$ cat src/rtl/bmp_pkg.sv
package bmp_pkg;

   // parser phases
   typedef enum logic [2:0] {
      PH_COUNT = 3'd0,
      PH_VALUE = 3'd1,
      PH_DX    = 3'd2,
      PH_DY    = 3'd3,
      PH_ABS   = 3'd4,
      PH_PAD   = 3'd5,
      PH_DONE  = 3'd6
   } phase_type;

   // result kinds
   typedef enum logic [1:0] {
      KIND_RUN = 2'd0,
      KIND_OK  = 2'd1,
      KIND_ERR = 2'd2
   } kind_type;

   // configuration port
   localparam int CSR_INDEX_W = 3;
   localparam int CSR_DATA_W  = 24;

   localparam logic [CSR_INDEX_W-1:0] REG_IMAGE_WIDTH   = 3'd0;
   localparam logic [CSR_INDEX_W-1:0] REG_IMAGE_HEIGHT  = 3'd1;
   localparam logic [CSR_INDEX_W-1:0] REG_ROWS_TOP_DOWN = 3'd2;
   localparam logic [CSR_INDEX_W-1:0] REG_FOUR_BIT_MODE = 3'd3;
   localparam logic [CSR_INDEX_W-1:0] REG_STREAM_LENGTH = 3'd4;

   // escape codes in the second byte of a zero-count pair
   localparam logic [7:0] ESC_END_OF_LINE   = 8'h00;
   localparam logic [7:0] ESC_END_OF_BITMAP = 8'h01;
   localparam logic [7:0] ESC_DELTA         = 8'h02;

   // column and row saturate here
   localparam logic [16:0] COORD_MAX = 17'h1FFFF;

   // depth of the result queue, at least two
   localparam int RSP_QUEUE_DEPTH = 4;

   // one result item
   typedef struct packed {
      kind_type    kind;
      logic [15:0] memory_row;
      logic [15:0] start_column;
      logic [7:0]  run_length;
      logic [7:0]  pixel_value;
      logic        last_of_item;
   } rsp_item_type;

   // results of one byte pushed into the queue, first then second
   typedef struct packed {
      logic [1:0]   count;
      rsp_item_type first;
      rsp_item_type second;
   } rsp_push_type;

endpackage

$ cat src/rtl/bmp_req_if.sv
interface bmp_req_if;
   logic       valid;
   logic       ready;
   logic [7:0] data_byte;
   logic       frame_start;

   modport source (output valid, output data_byte, output frame_start, input ready);
   modport sink (input valid, input data_byte, input frame_start, output ready);
endinterface

$ cat src/rtl/bmp_rsp_if.sv
interface bmp_rsp_if;
   logic        valid;
   logic        ready;
   logic [1:0]  result_kind;
   logic [15:0] memory_row;
   logic [15:0] start_column;
   logic [7:0]  run_length;
   logic [7:0]  pixel_value;
   logic        last_of_item;

   modport source (
      output valid, output result_kind, output memory_row, output start_column,
      output run_length, output pixel_value, output last_of_item, input ready
   );
   modport sink (
      input valid, input result_kind, input memory_row, input start_column,
      input run_length, input pixel_value, input last_of_item, output ready
   );
endinterface

$ cat src/rtl/bmp_rsp_queue.sv
module bmp_rsp_queue import bmp_pkg::*; (
   input  logic         clock,
   input  logic         reset,
   input  rsp_push_type push,
   output logic         has_room,
   bmp_rsp_if.source    rsp_if
);

   localparam int PTR_W = $clog2(RSP_QUEUE_DEPTH);

   rsp_item_type     entry_ff [RSP_QUEUE_DEPTH];
   logic [PTR_W-1:0] wr_ptr_ff;
   logic [PTR_W-1:0] wr_ptr_in;
   logic [PTR_W-1:0] rd_ptr_ff;
   logic [PTR_W-1:0] rd_ptr_in;
   logic [PTR_W:0]   count_ff;
   logic [PTR_W:0]   count_in;
   logic             pop;

   // room for the two results a byte may cause
   assign has_room = count_ff <= (PTR_W+1)'(RSP_QUEUE_DEPTH - 2);

   // head item drives the result channel
   assign pop                 = rsp_if.valid && rsp_if.ready;
   assign rsp_if.valid        = count_ff != '0;
   assign rsp_if.result_kind  = entry_ff[rd_ptr_ff].kind;
   assign rsp_if.memory_row   = entry_ff[rd_ptr_ff].memory_row;
   assign rsp_if.start_column = entry_ff[rd_ptr_ff].start_column;
   assign rsp_if.run_length   = entry_ff[rd_ptr_ff].run_length;
   assign rsp_if.pixel_value  = entry_ff[rd_ptr_ff].pixel_value;
   assign rsp_if.last_of_item = entry_ff[rd_ptr_ff].last_of_item;

   // pointer and fill level update
   always_comb begin
      wr_ptr_in = wr_ptr_ff + PTR_W'(push.count);
      rd_ptr_in = rd_ptr_ff + PTR_W'(pop);
      count_in  = count_ff + (PTR_W+1)'(push.count) - (PTR_W+1)'(pop);
   end

   always_ff @(posedge clock) begin
      if (reset) begin
         wr_ptr_ff <= '0;
         rd_ptr_ff <= '0;
         count_ff  <= '0;
      end else begin
         wr_ptr_ff <= wr_ptr_in;
         rd_ptr_ff <= rd_ptr_in;
         count_ff  <= count_in;
      end
   end

   // entry storage
   always_ff @(posedge clock) begin
      if (push.count != 2'd0) begin
         entry_ff[wr_ptr_ff] <= push.first;
      end
      if (push.count == 2'd2) begin
         entry_ff[PTR_W'(wr_ptr_ff + PTR_W'(1))] <= push.second;
      end
   end

endmodule

$ cat src/rtl/bmp_rle_decoder.sv
// BMP RLE8/RLE4 stream decoder, one compressed byte per item.
// Results are registered in the result queue before they reach rsp_if.
// Throughput: one byte per cycle while the queue has room for two results;
// a run and a status from one byte are buffered in a four-entry result queue.
// Reset: synchronous; parser state and queue cleared, registers take
// width 1, height 1, bottom-up, RLE8, stream length 0.
module bmp_rle_decoder import bmp_pkg::*; (
   input  logic                   clock,
   input  logic                   reset,
   bmp_req_if.sink                req_if,
   bmp_rsp_if.source              rsp_if,
   input  logic                   csr_we,
   input  logic [CSR_INDEX_W-1:0] csr_index,
   input  logic [CSR_DATA_W-1:0]  csr_wdata
);

   // configuration registers
   logic [15:0] image_width_ff;
   logic [15:0] image_height_ff;
   logic        rows_top_first_ff;
   logic        four_bit_mode_ff;
   logic [23:0] stream_length_ff;

   // parser state
   phase_type   phase_ff, phase_in;
   logic [7:0]  pending_ff, pending_in;
   logic [23:0] position_ff, position_in;
   logic [16:0] column_ff, column_in;
   logic [16:0] row_ff, row_in;
   logic [7:0]  abs_left_ff, abs_left_in;
   logic        pad_ff, pad_in;
   logic [7:0]  dx_hold_ff, dx_hold_in;

   // state as seen by this byte, after a frame restart
   phase_type   cur_phase;
   logic [7:0]  cur_pending;
   logic [23:0] cur_position;
   logic [16:0] cur_column;
   logic [16:0] cur_row;
   logic [7:0]  cur_abs_left;
   logic        cur_pad;
   logic [7:0]  cur_dx_hold;

   logic         accept;
   logic         room;
   logic [7:0]   data;
   logic [23:0]  pos_next;
   logic [8:0]   abs_bytes;
   logic [7:0]   abs_pixels;
   logic [16:0]  row_plus_one;
   logic         draw_en;
   logic [7:0]   draw_pixels;
   logic         draw_hit;
   logic [15:0]  avail;
   logic [7:0]   clip_len;
   logic [15:0]  mem_row;
   logic         run_emit;
   logic         fin_en;
   kind_type     fin_kind;
   rsp_item_type run_item;
   rsp_item_type fin_item;
   rsp_push_type push;

   function automatic logic [16:0] sat_add(input logic [16:0] a, input logic [16:0] b);
      logic [17:0] s;
      s = {1'b0, a} + {1'b0, b};
      return s[17] ? COORD_MAX : s[16:0];
   endfunction

   // configuration writes
   always_ff @(posedge clock) begin
      if (reset) begin
         image_width_ff    <= 16'd1;
         image_height_ff   <= 16'd1;
         rows_top_first_ff <= 1'b0;
         four_bit_mode_ff  <= 1'b0;
         stream_length_ff  <= '0;
      end else if (csr_we) begin
         case (csr_index)
            REG_IMAGE_WIDTH:   image_width_ff    <= csr_wdata[15:0];
            REG_IMAGE_HEIGHT:  image_height_ff   <= csr_wdata[15:0];
            REG_ROWS_TOP_DOWN: rows_top_first_ff <= csr_wdata[0];
            REG_FOUR_BIT_MODE: four_bit_mode_ff  <= csr_wdata[0];
            REG_STREAM_LENGTH: stream_length_ff  <= csr_wdata[23:0];
            default: ;
         endcase
      end
   end

   assign accept       = req_if.valid && req_if.ready;
   assign req_if.ready = room;
   assign data         = req_if.data_byte;

   // frame start restarts the parser before the byte is taken
   always_comb begin
      if (req_if.frame_start) begin
         cur_phase    = PH_COUNT;
         cur_pending  = '0;
         cur_position = '0;
         cur_column   = '0;
         cur_row      = '0;
         cur_abs_left = '0;
         cur_pad      = 1'b0;
         cur_dx_hold  = '0;
      end else begin
         cur_phase    = phase_ff;
         cur_pending  = pending_ff;
         cur_position = position_ff;
         cur_column   = column_ff;
         cur_row      = row_ff;
         cur_abs_left = abs_left_ff;
         cur_pad      = pad_ff;
         cur_dx_hold  = dx_hold_ff;
      end
   end

   // byte-level helpers
   always_comb begin
      pos_next     = cur_position + 24'd1;
      abs_bytes    = four_bit_mode_ff ? 9'(({1'b0, data} + 9'd1) >> 1) : {1'b0, data};
      row_plus_one = sat_add(cur_row, 17'd1);
      if (four_bit_mode_ff && cur_abs_left >= 8'd2) begin
         abs_pixels = 8'd2;
      end else if (cur_abs_left == 8'd0) begin
         abs_pixels = 8'd0;
      end else begin
         abs_pixels = 8'd1;
      end
   end

   // draw: clip to the width and map the row to memory order
   always_comb begin
      draw_en     = (cur_phase == PH_VALUE && cur_pending != 8'd0) || cur_phase == PH_ABS;
      draw_pixels = (cur_phase == PH_ABS) ? abs_pixels : cur_pending;
      draw_hit    = cur_row < {1'b0, image_height_ff} && cur_column < {1'b0, image_width_ff};
      avail       = image_width_ff - cur_column[15:0];
      clip_len    = ({8'd0, draw_pixels} <= avail) ? draw_pixels : avail[7:0];
      mem_row     = rows_top_first_ff ? cur_row[15:0]
                                      : image_height_ff - 16'd1 - cur_row[15:0];
   end

   // parser next state
   always_comb begin
      phase_in    = phase_ff;
      pending_in  = pending_ff;
      position_in = position_ff;
      column_in   = column_ff;
      row_in      = row_ff;
      abs_left_in = abs_left_ff;
      pad_in      = pad_ff;
      dx_hold_in  = dx_hold_ff;
      run_emit    = 1'b0;
      fin_en      = 1'b0;
      fin_kind    = KIND_ERR;

      if (accept && cur_phase != PH_DONE) begin
         phase_in    = cur_phase;
         pending_in  = cur_pending;
         position_in = cur_position;
         column_in   = cur_column;
         row_in      = cur_row;
         abs_left_in = cur_abs_left;
         pad_in      = cur_pad;
         dx_hold_in  = cur_dx_hold;

         if (cur_position >= stream_length_ff) begin
            // stream already used up
            fin_en   = 1'b1;
            phase_in = PH_DONE;
         end else begin
            position_in = pos_next;
            if (draw_en) begin
               run_emit  = draw_hit && clip_len != 8'd0;
               column_in = sat_add(cur_column, {9'd0, draw_pixels});
            end
            case (cur_phase)
               PH_COUNT: begin
                  pending_in = data;
                  phase_in   = PH_VALUE;
               end
               PH_VALUE: begin
                  phase_in = PH_COUNT;
                  if (cur_pending != 8'd0) begin
                     phase_in = PH_COUNT;
                  end else if (data == ESC_END_OF_LINE) begin
                     column_in = '0;
                     row_in    = row_plus_one;
                     if (row_plus_one > {1'b0, image_height_ff}) begin
                        fin_en   = 1'b1;
                        phase_in = PH_DONE;
                     end
                  end else if (data == ESC_END_OF_BITMAP) begin
                     fin_en   = 1'b1;
                     fin_kind = KIND_OK;
                     phase_in = PH_DONE;
                  end else if (data == ESC_DELTA) begin
                     if ({1'b0, pos_next} + 25'd2 > {1'b0, stream_length_ff}) begin
                        fin_en   = 1'b1;
                        phase_in = PH_DONE;
                     end else begin
                        phase_in = PH_DX;
                     end
                  end else begin
                     if ({1'b0, pos_next} + 25'(abs_bytes) > {1'b0, stream_length_ff}) begin
                        fin_en   = 1'b1;
                        phase_in = PH_DONE;
                     end else begin
                        abs_left_in = data;
                        pad_in      = abs_bytes[0];
                        phase_in    = PH_ABS;
                     end
                  end
               end
               PH_DX: begin
                  dx_hold_in = data;
                  phase_in   = PH_DY;
               end
               PH_DY: begin
                  column_in = sat_add(cur_column, {9'd0, cur_dx_hold});
                  row_in    = sat_add(cur_row, {9'd0, data});
                  phase_in  = PH_COUNT;
               end
               PH_ABS: begin
                  abs_left_in = cur_abs_left - abs_pixels;
                  if (cur_abs_left == abs_pixels) begin
                     phase_in = cur_pad ? PH_PAD : PH_COUNT;
                  end
               end
               PH_PAD: begin
                  phase_in = PH_COUNT;
               end
               default: begin
                  phase_in = PH_COUNT;
               end
            endcase
            // last byte of the stream without end of bitmap
            if (!fin_en && pos_next >= stream_length_ff) begin
               fin_en   = 1'b1;
               fin_kind = KIND_ERR;
               phase_in = PH_DONE;
            end
         end
      end
   end

   // results of this byte
   always_comb begin
      run_item.kind         = KIND_RUN;
      run_item.memory_row   = mem_row;
      run_item.start_column = cur_column[15:0];
      run_item.run_length   = clip_len;
      run_item.pixel_value  = data;
      run_item.last_of_item = !fin_en;

      fin_item.kind         = fin_kind;
      fin_item.memory_row   = '0;
      fin_item.start_column = '0;
      fin_item.run_length   = '0;
      fin_item.pixel_value  = '0;
      fin_item.last_of_item = 1'b1;

      push.count  = 2'(run_emit) + 2'(fin_en);
      push.first  = run_emit ? run_item : fin_item;
      push.second = fin_item;
   end

   always_ff @(posedge clock) begin
      if (reset) begin
         phase_ff    <= PH_COUNT;
         pending_ff  <= '0;
         position_ff <= '0;
         column_ff   <= '0;
         row_ff      <= '0;
         abs_left_ff <= '0;
         pad_ff      <= 1'b0;
         dx_hold_ff  <= '0;
      end else begin
         phase_ff    <= phase_in;
         pending_ff  <= pending_in;
         position_ff <= position_in;
         column_ff   <= column_in;
         row_ff      <= row_in;
         abs_left_ff <= abs_left_in;
         pad_ff      <= pad_in;
         dx_hold_ff  <= dx_hold_in;
      end
   end

   // result queue and output channel
   bmp_rsp_queue u_rsp_queue (
      .clock    (clock),
      .reset    (reset),
      .push     (push),
      .has_room (room),
      .rsp_if   (rsp_if)
   );

endmodule
$ cat src/flat_wrapper.sv
// flat-port wrapper written by rule: the top's interface ports become plain ports
module bmp_rle_decoder_flat import bmp_pkg::*;
  (clock, reset, csr_we, csr_index, csr_wdata, req_if_valid, req_if_data_byte, req_if_frame_start, req_if_ready, rsp_if_valid, rsp_if_result_kind, rsp_if_memory_row, rsp_if_start_column, rsp_if_run_length, rsp_if_pixel_value, rsp_if_last_of_item, rsp_if_ready);
  bmp_req_if req_if_i ();
  bmp_rsp_if rsp_if_i ();
  input  logic clock;
  input  logic reset;
  input  logic csr_we;
  input  logic [CSR_INDEX_W-1:0] csr_index;
  input  logic [CSR_DATA_W-1:0] csr_wdata;
  input wire logic [$bits(req_if_i.valid)-1:0] req_if_valid;
  input wire logic [$bits(req_if_i.data_byte)-1:0] req_if_data_byte;
  input wire logic [$bits(req_if_i.frame_start)-1:0] req_if_frame_start;
  output wire logic [$bits(req_if_i.ready)-1:0] req_if_ready;
  output wire logic [$bits(rsp_if_i.valid)-1:0] rsp_if_valid;
  output wire logic [$bits(rsp_if_i.result_kind)-1:0] rsp_if_result_kind;
  output wire logic [$bits(rsp_if_i.memory_row)-1:0] rsp_if_memory_row;
  output wire logic [$bits(rsp_if_i.start_column)-1:0] rsp_if_start_column;
  output wire logic [$bits(rsp_if_i.run_length)-1:0] rsp_if_run_length;
  output wire logic [$bits(rsp_if_i.pixel_value)-1:0] rsp_if_pixel_value;
  output wire logic [$bits(rsp_if_i.last_of_item)-1:0] rsp_if_last_of_item;
  input wire logic [$bits(rsp_if_i.ready)-1:0] rsp_if_ready;
  assign req_if_i.valid = req_if_valid;
  assign req_if_i.data_byte = req_if_data_byte;
  assign req_if_i.frame_start = req_if_frame_start;
  assign req_if_ready = req_if_i.ready;
  assign rsp_if_valid = rsp_if_i.valid;
  assign rsp_if_result_kind = rsp_if_i.result_kind;
  assign rsp_if_memory_row = rsp_if_i.memory_row;
  assign rsp_if_start_column = rsp_if_i.start_column;
  assign rsp_if_run_length = rsp_if_i.run_length;
  assign rsp_if_pixel_value = rsp_if_i.pixel_value;
  assign rsp_if_last_of_item = rsp_if_i.last_of_item;
  assign rsp_if_i.ready = rsp_if_ready;
  bmp_rle_decoder u_core (.clock(clock), .reset(reset), .req_if(req_if_i), .rsp_if(rsp_if_i), .csr_we(csr_we), .csr_index(csr_index), .csr_wdata(csr_wdata));
endmodule
$ cat config.mk
export PLATFORM = sky130hd
export DESIGN_NAME = bmp_rle_decoder_flat
export DESIGN_NICKNAME = d
export VERILOG_FILES = /design/src/rtl/bmp_pkg.sv /design/src/rtl/bmp_req_if.sv /design/src/rtl/bmp_rsp_if.sv /design/src/rtl/bmp_rsp_queue.sv /design/src/rtl/bmp_rle_decoder.sv /design/src/flat_wrapper.sv
export SDC_FILE = /design/constraint.sdc
export NUM_CORES = 1
export LEC_CHECK = 0
export ABC_CLOCK_PERIOD_IN_PS = 23000
export BUFFER_PORTS_ARGS = -buffer_cell sky130_fd_sc_hd__buf_2
export CAP_MARGIN = 20
export CORE_MARGIN = 10
export CORE_UTILIZATION = 50
export CTS_CLUSTER_SIZE = 10
export DETAILED_ROUTE_END_ITERATION = 16
export GPL_TIMING_DRIVEN = 0
export PLACE_DENSITY_LB_ADDON = 0.15
export SYNTH_ARGS = -nofsm -noshare
export SYNTH_HDL_FRONTEND = slang
export SYNTH_SLANG_ARGS = --single-unit
$ cat constraint.sdc
create_clock -name clock -period 23 [get_ports clock]
set_input_delay 2.3 -clock clock [delete_from_list [all_inputs] [get_ports clock]]
set_output_delay 2.3 -clock clock [all_outputs]
set_load 0.02 [all_outputs]
==> summary.txt, run 1 <==
Run status
  • Outcome: completed

Global routing
  • First-pass GRT wire length: between 100000 and 150000 µm
  • Pin count of the biggest net entering global routing: 13
  • Antenna violations before repair: 2
  • Gr usage total: between 30% and 40%
  • GRT overflow: 0
  • Vias in the first global route: approximately 23000

Die
  • # rows: 80
  • Full die area: around 58000 µm²
  • Ports: 94
  • Die width: 240 µm
  • Initial core utilization: slightly above 50%
  • CORE AREA: between 40000 and 50000 µm²
  • Chip Height: between 200 and 250 µm

Synthesis
  • Syn_area_per_cell: 7.90 µm²
  • Synth Register Bits: approximately 360
  • Number of enable flip-flop cells after synthesis: 8
  • Mapped cell area: approximately 24000 µm²
  • Synth async-reset ratio: 0%
  • Cell variety after synth: roughly 90
  • Sequential fraction of the synthesis area: ~30%
  • Cells after synthesis: 3058
  • Post-synth top flop: dfxtp_1
  • Syn Nets: roughly 3300
  • YS warnings: 0

Worst setup path
  • CP dominant cell by count: clkbuf_1
  • CP max-delay cell: clkbuf_1
  • R2R setup slack: 14.18 ns
  • R2R depth: 30
  • Startpoint Class: input pin
  • Crit path capture type: flip-flop
  • Worst EP required: between 20 and 25 ns
  • CP arrival: 14.12 ns
  • Crit Path Class: in -> reg
  • CP max stage delay: approximately 0.81 ns
  • Reg2Reg Launch Point: u_core.four_bit_mode_ff$_SDFFE_PP0P_
  • Worst Path Max Fanout: 10
  • RR Endpoint: u_core.u_rsp_queue.entry_ff[2][50]$_DFFE_PP_

Timing
  • Min Clock Period, post-route: 13.81 ns
  • Worst hold slack: between 0.4 and 0.5 ns
  • Setup ws final: slightly above 9 ns
  • Slew Viols, Final: 0
  • Final setup viols: 0
  • Slew margin rel.: between 20% and 30%
  • Final Hold Viols: 0
  • Clock skew: ~0.023 ns
  • Post-route clock period utilization: between 60% and 70%
  • Slew @ Worst Pin: about 1.2 ns
  • Setup TNS: 0 ns
  • Fmax: slightly above 70 MHz
  • Unrepaired setup endpoints after global routing: no

Cells and area
  • Final core occ: 56.1%
  • Layout cells sized above 1: under 10%
  • Most common cell after layout, fill and taps aside: nand2_1
  • Most frequent cells in the layout: nand2_1 (492), dfxtp_1 (347), a21oi_1 (248)
  • Post-route insts no fill: ~3800
  • Fill cells: 4586
  • Layout area overhead: 10.8%
  • Final net count: approximately 3500

CTS
  • Resized cells post-CTS: 0
  • CTS clk-pin slew, worst paths: roughly 0.060 ns
  • Clk sinks: 355
  • H-Tree Depth: 2
  • Root Driver: clkbuf_16
  • CTS max path bufs: 3
  • CTS Buf Count: 43
  • Hold buffers post-CTS: 0
  • CTS tree: done
  • Later-pin clock latency in the skew report: ~0.6 ns
  • Post-CTS Setup Inserts: 0

Place
  • Placed Instances: roughly 3800
  • IO Port Bufs: between 90 and 100
  • Routability cong.: 1.02
  • Pre-CTS setup slack: 9.00 ns
  • HPWL Detailed: roughly 75000 µm

Flow run
  • Max cap viols: 0

Hold path
  • Min-Delay Path Class: reg -> reg
  • Hold Crit Start: u_core.u_rsp_queue.entry_ff[3][20]$_SDFFE_PP0P_
  • Worst hold endpoint: u_core.u_rsp_queue.entry_ff[3][20]$_SDFFE_PP0P_
  • Hold Crit Depth: 2

Routing
  • Via density: about 6.3
  • Met2 routed WL: roughly 44000 µm
  • Met3 wire length: roughly 7300 µm
  • Final WL: approximately 95000 µm
  • DR WL/cell: between 20 and 25 µm
  • DR DRC count: 0
  • Via count: roughly 24000
  • Post-route ant nets: 0
  • Router iterations before antenna repair: 7
  • Metal-1 WL: roughly 39000 µm
  • Top layer in use: met5
  • Starting DRT DRC Count: between 2000 and 3000

Power
  • Worst IR drop on VDD: 48.7 µV
  • Power density over the cells: about 65 nW/µm²
  • Pleak: between 10 and 15 nW
-- cell families after synthesis --
kind of cell / Yosys count / share of synthesized area, %
DFF: 355 / 29.7
AOI/OAI and AO/OA: 866 / 21.4
buffers and inverters: 322 / 5.51
adders and majority gates: 237 / 12.5
muxes: 68 / 5.49
and+or+nand+nor: 1086 / 20.9
xor gates and xnor gates: 124 / 4.52
-- power breakdown --
part / switching, mW / total, mW / internal, mW
clock network: 0.271 / 0.663 / 0.392
logic: 0.301 / 0.429 / 0.128
registers: 0.0149 / 0.652 / 0.637
total: 0.586 / 1.74 / 1.16
-- cells in the mapped netlist (22+ instances only) --
library cell  count  area [µm²]
o211ai_1         25         188
nor2_1          200         751
a21o_1           26         195
a22oi_1          41         308
o21ai_1         120         601
nand3_1          61         305
inv_1           157         589
or3_1            22         138
nand2_1         492        1850
a21oi_1         248        1240
nand2b_1         25         156
clkbuf_1        125         469
a211oi_1         28         210
xor2_1           35         307
and2_1           27         169
nand4_1          45         282
dfxtp_1         347        6950
nor3_1           64         320
xnor2_1          88         771
ha_1            225        2820
mux4_2           51        1150
nor2b_1          52         325
o21ai_0         217        1090
-- worst max-delay path: cells and delay by family --
family,cells,cell delay (ns)
adder cells (fa/ha/maj),4,1.37
AO/OA/AOI/OAI,10,2.83
AND/OR/NAND/NOR,9,1.87
buffers and inverters,12,5.60
multiplexers,1,0.12
-- per-stage QoR --
step | total power [mW] | instance area (µm²)
after global placement | 1.07 | 25400
final | 1.74 | 26800
after detailed placement | 1.08 | 25500
after CTS | 1.74 | 26800
after floorplan | 0.925 | 24200
after global routing | 1.81 | 26800
-- state kept, by name, indices dropped and copies added, names as in the netlist, 16 cells and up --
| name | cells |
|---|---|
| u_core.column_ff | 17 |
| u_core.image_height_ff | 16 |
| u_core.image_width_ff | 16 |
| u_core.position_ff | 24 |
| u_core.row_ff | 17 |
| u_core.stream_length_ff | 24 |
| u_core.u_rsp_queue.entry_ff | 204 |
-- layer usage --
layer | GRT usage [%] | vias up
li1 | - | 11200
met1 | 40.5 | 11500
met2 | 52.5 | 1048
met3 | 5.00 | 250
met4 | 18.5 | 2
met5 | 0 | -
-- worst max-delay path by stage --
| stage | endpoint | slack, ns | start | depth (start not counted) |
|---|---|---|---|---|
| 2_1_floorplan | u_core.u_rsp_queue.count_ff[2]$_SDFF_PP0_ | 13.66 | req_if_frame_start | 38 |
| 3_3_place_gp | u_core.u_rsp_queue.entry_ff[0][50]$_DFFE_PP_ | 8.97 | req_if_frame_start | 36 |
| 3_5_place_dp | u_core.u_rsp_queue.entry_ff[2][49]$_DFFE_PP_ | 9.00 | req_if_frame_start | 36 |
| 4_1_cts | u_core.u_rsp_queue.entry_ff[2][49]$_DFFE_PP_ | 9.55 | req_if_frame_start | 36 |
| 5_1_grt | u_core.u_rsp_queue.entry_ff[2][37]$_SDFFE_PP0P_ | 8.84 | req_if_frame_start | 37 |
| 6_report | u_core.u_rsp_queue.entry_ff[2][50]$_DFFE_PP_ | 9.19 | req_if_frame_start | 36 |
-- layout make-up --
class                   instances  area, µm²  share of cell area, %
repair buffers                 99        510                   1.91
clock buffers                  51       1140                   4.24
well taps                     615        769                   2.87
flip-flops and latches        355       7190                   26.8
diodes                          1       2.50                0.00934
inverters                     160        601                   2.24
multi-input cells            2381      15700                   58.5
plain buffers                 162        731                   2.73
clock inverters                 7        175                  0.654
No activity file was read; power rests on OpenSTA's default activity.
==> run 2: changes to the inputs <==
ABC_CLOCK_PERIOD_IN_PS = 12100   (was 23000)
clock period = 12.1 ns   (was 23 ns; I/O delays follow)
==> run 2 against run 1 <==
Compared with the run above: clock skew shrank 0.00087 ns; utilization about the same; flip-flop and latch count did not move; register-to-register slack worse by 11 ns; cell area barely moved; sequential power rose by 90%; critical endpoint is now u_core.u_rsp_queue.entry_ff[0][50]$_DFFE_PP_; die area stayed put.
==> summary.txt, run 2 (synthesis results as in run 1) <==
Timing
  • Fmax: about 89 MHz
  • Unrepaired setup endpoints after global routing: no
  • Final Hold Viols: 0 (unchanged)
  • Setup ws final: 0.908 ns (-8.28 ns)
  • Min Clock Period, post-route: around 11 ns
  • Final setup viols: 0 (unchanged)
  • Clock skew: 0.0221 ns (-0.000873 ns)
  • Post-route clock period utilization: 92.5%
  • Slew margin rel.: 22.5% (+0.41 points)
  • Slew @ Worst Pin: 1.16 ns (-0.000782 ns)
  • Slew Viols, Final: 0 (unchanged)

Hold path
  • Min-Delay Path Class: reg -> reg
  • Hold Crit Depth: 2 (unchanged)

Worst setup path
  • CP max stage delay: 0.67 ns (-0.14 ns)
  • Crit Path Class: in -> reg
  • Crit path capture type: flip-flop
  • CP arrival: 11.50 ns (-2.62 ns)
  • Worst Path Max Fanout: 28 (+18)
  • Startpoint Class: input pin
  • Worst EP required: 12.41 ns (-10.90 ns)
  • CP max-delay cell: clkbuf_1
  • R2R depth: 30 (unchanged)

Flow run
  • Max cap viols: 0 (unchanged)

Power
  • Total Power: 3.31 mW (+90%)
  • Worst IR drop on VDD: 92.5 µV (+90%)
  • Pleak: 10.5 nW (about the same)
  • Power density over the cells: 124 nW/µm² (+90%)

Routing
  • DR WL/cell: 24.8 µm (-0.23%)
  • Router iterations before antenna repair: 8 (+1)
  • Via count: 24000 (+0.075%)
  • Final WL: 95100 µm (-0.31%)
  • Starting DRT DRC Count: 2672 (+5.1%)
  • DR DRC count: 0 (unchanged)
  • Via density: 6.26 (+0.15%)
  • Post-route ant nets: 0 (unchanged)

Cells and area
  • Final net count: 3474 (-0.058%)
  • Most frequent cells in the layout: nand2_1 (492), dfxtp_1 (347), a21oi_1 (248)
  • Post-route insts no fill: 3828 (-0.078%)
  • Final core occ: 56.1% (about the same)
  • Ant. Diodes: 0 (-1)
  • Layout area overhead: 10.7% (about the same)
  • Number of flip-flops in the largest register: 204 (unchanged)
  • Fin area: 26800 µm² (about the same)
  • Biggest regs: u_core.u_rsp_queue.entry_ff (204), u_core.position_ff (24), u_core.stream_length_ff (24)
  • Layout cells sized above 1: 8.53% (+0.036 points)
  • Largest register by flop count: u_core.u_rsp_queue.entry_ff
  • Most common cell after layout, fill and taps aside: nand2_1

Global routing
  • Pin count of the biggest net entering global routing: 13 (unchanged)
  • Gr usage total: 32.4% (unchanged)
  • GRT overflow: 0 (unchanged)
  • Antenna violations before repair: 2 (unchanged)
  • First-pass GRT wire length: 142000 µm (unchanged)
  • Vias in the first global route: 23200 (unchanged)

Place
  • HPWL Detailed: 74800 µm (unchanged)
  • Pre-CTS setup slack: -0.809 ns (-9.81 ns)
  • Routability cong.: 1.02 (unchanged)
  • IO Port Bufs: 92 (unchanged)
  • Placed Instances: 3771 (unchanged)
  • Dpl cell area: 25500 µm² (unchanged)

Run status
  • Outcome: completed

Die
  • # rows: 80 (unchanged)
  • Chip Height: 240 µm (unchanged)
  • Ports: 94 (unchanged)
  • Full die area: 57500 µm² (unchanged)
  • Initial core utilization: 50.6% (unchanged)
  • CORE AREA: 47700 µm² (unchanged)
  • Die width: 240 µm (unchanged)

CTS
  • CTS max path bufs: 3 (unchanged)
  • CTS Buf Count: 43 (unchanged)
  • CTS clk-pin slew, worst paths: 0.06 ns (about the same)
  • H-Tree Depth: 2 (unchanged)
  • Later-pin clock latency in the skew report: 0.59 ns (about the same)
  • Post-CTS Setup Inserts: 0 (unchanged)
  • Clk sinks: 355 (unchanged)
  • Root Driver: clkbuf_16
  • CTS tree: done
  • Hold buffers post-CTS: 0 (unchanged)
-- run 2: final cells by class --
class                      count  area [µm²]
buffer                       160         724
clock buffer                  51        1140
clock inverter                 7         175
fill                        4587       21000
inverter                     160         601
multi-input combinational   2381       15700
sequential                   355        7190
tap                          615         769
timing repair buffer          99         510
-- run 2: worst paths after layout --
| path | start | to | slack, ns |
|---|---|---|---|
| worst min register to register | u_core.u_rsp_queue.entry_ff[3][37]$_SDFFE_PP0P_ | u_core.u_rsp_queue.entry_ff[3][37]$_SDFFE_PP0P_ | 0.44 |
| worst max register to register | u_core.four_bit_mode_ff$_SDFFE_PP0P_ | u_core.u_rsp_queue.entry_ff[0][50]$_DFFE_PP_ | 3.37 |
| worst max-delay path | req_if_frame_start | u_core.u_rsp_queue.entry_ff[0][50]$_DFFE_PP_ | 0.91 |
| worst min-delay path | u_core.u_rsp_queue.entry_ff[3][37]$_SDFFE_PP0P_ | u_core.u_rsp_queue.entry_ff[3][37]$_SDFFE_PP0P_ | 0.44 |
-- run 2: critical path: cells and delay by family --
family,cells,cell delay (ns)
buffers and inverters,9,4.05
AO/OA/AOI/OAI,11,2.82
AND/OR/NAND/NOR,9,1.87
adder cells (fa/ha/maj),4,1.36
multiplexers,1,0.11
-- run 2: what timing repair did --
item                       4_1_cts  5_1_grt
hold endpoints to repair         0        0
setup endpoints to repair      100      207
gates resized for setup          1        0
-- run 2: metrics by stage --
step | hold slack, ns | TNS, ns
floorplan | 0.420 | 0
global placement | 0.428 | -100.84
detailed placement | 0.437 | -98.07
CTS | 0.444 | 0
global route | 0.463 | 0
finish | 0.443 | 0
-- run 2: layer usage --
layer,vias to the layer above,track usage [%],part of all wire (%)
met2,1090,52.5,46
li1,11100,-,-
met3,256,5.00,7.7
met1,11500,40.5,41
met4,2,18.5,5.8
met5,-,0,0.021
-- run 2: report_power, final --
group	switching (mW)	internal, mW	total, mW
Combinational	0.571	0.244	0.815
Clock	0.517	0.745	1.26
Sequential	0.0279	1.21	1.24
Total	1.12	2.20	3.31
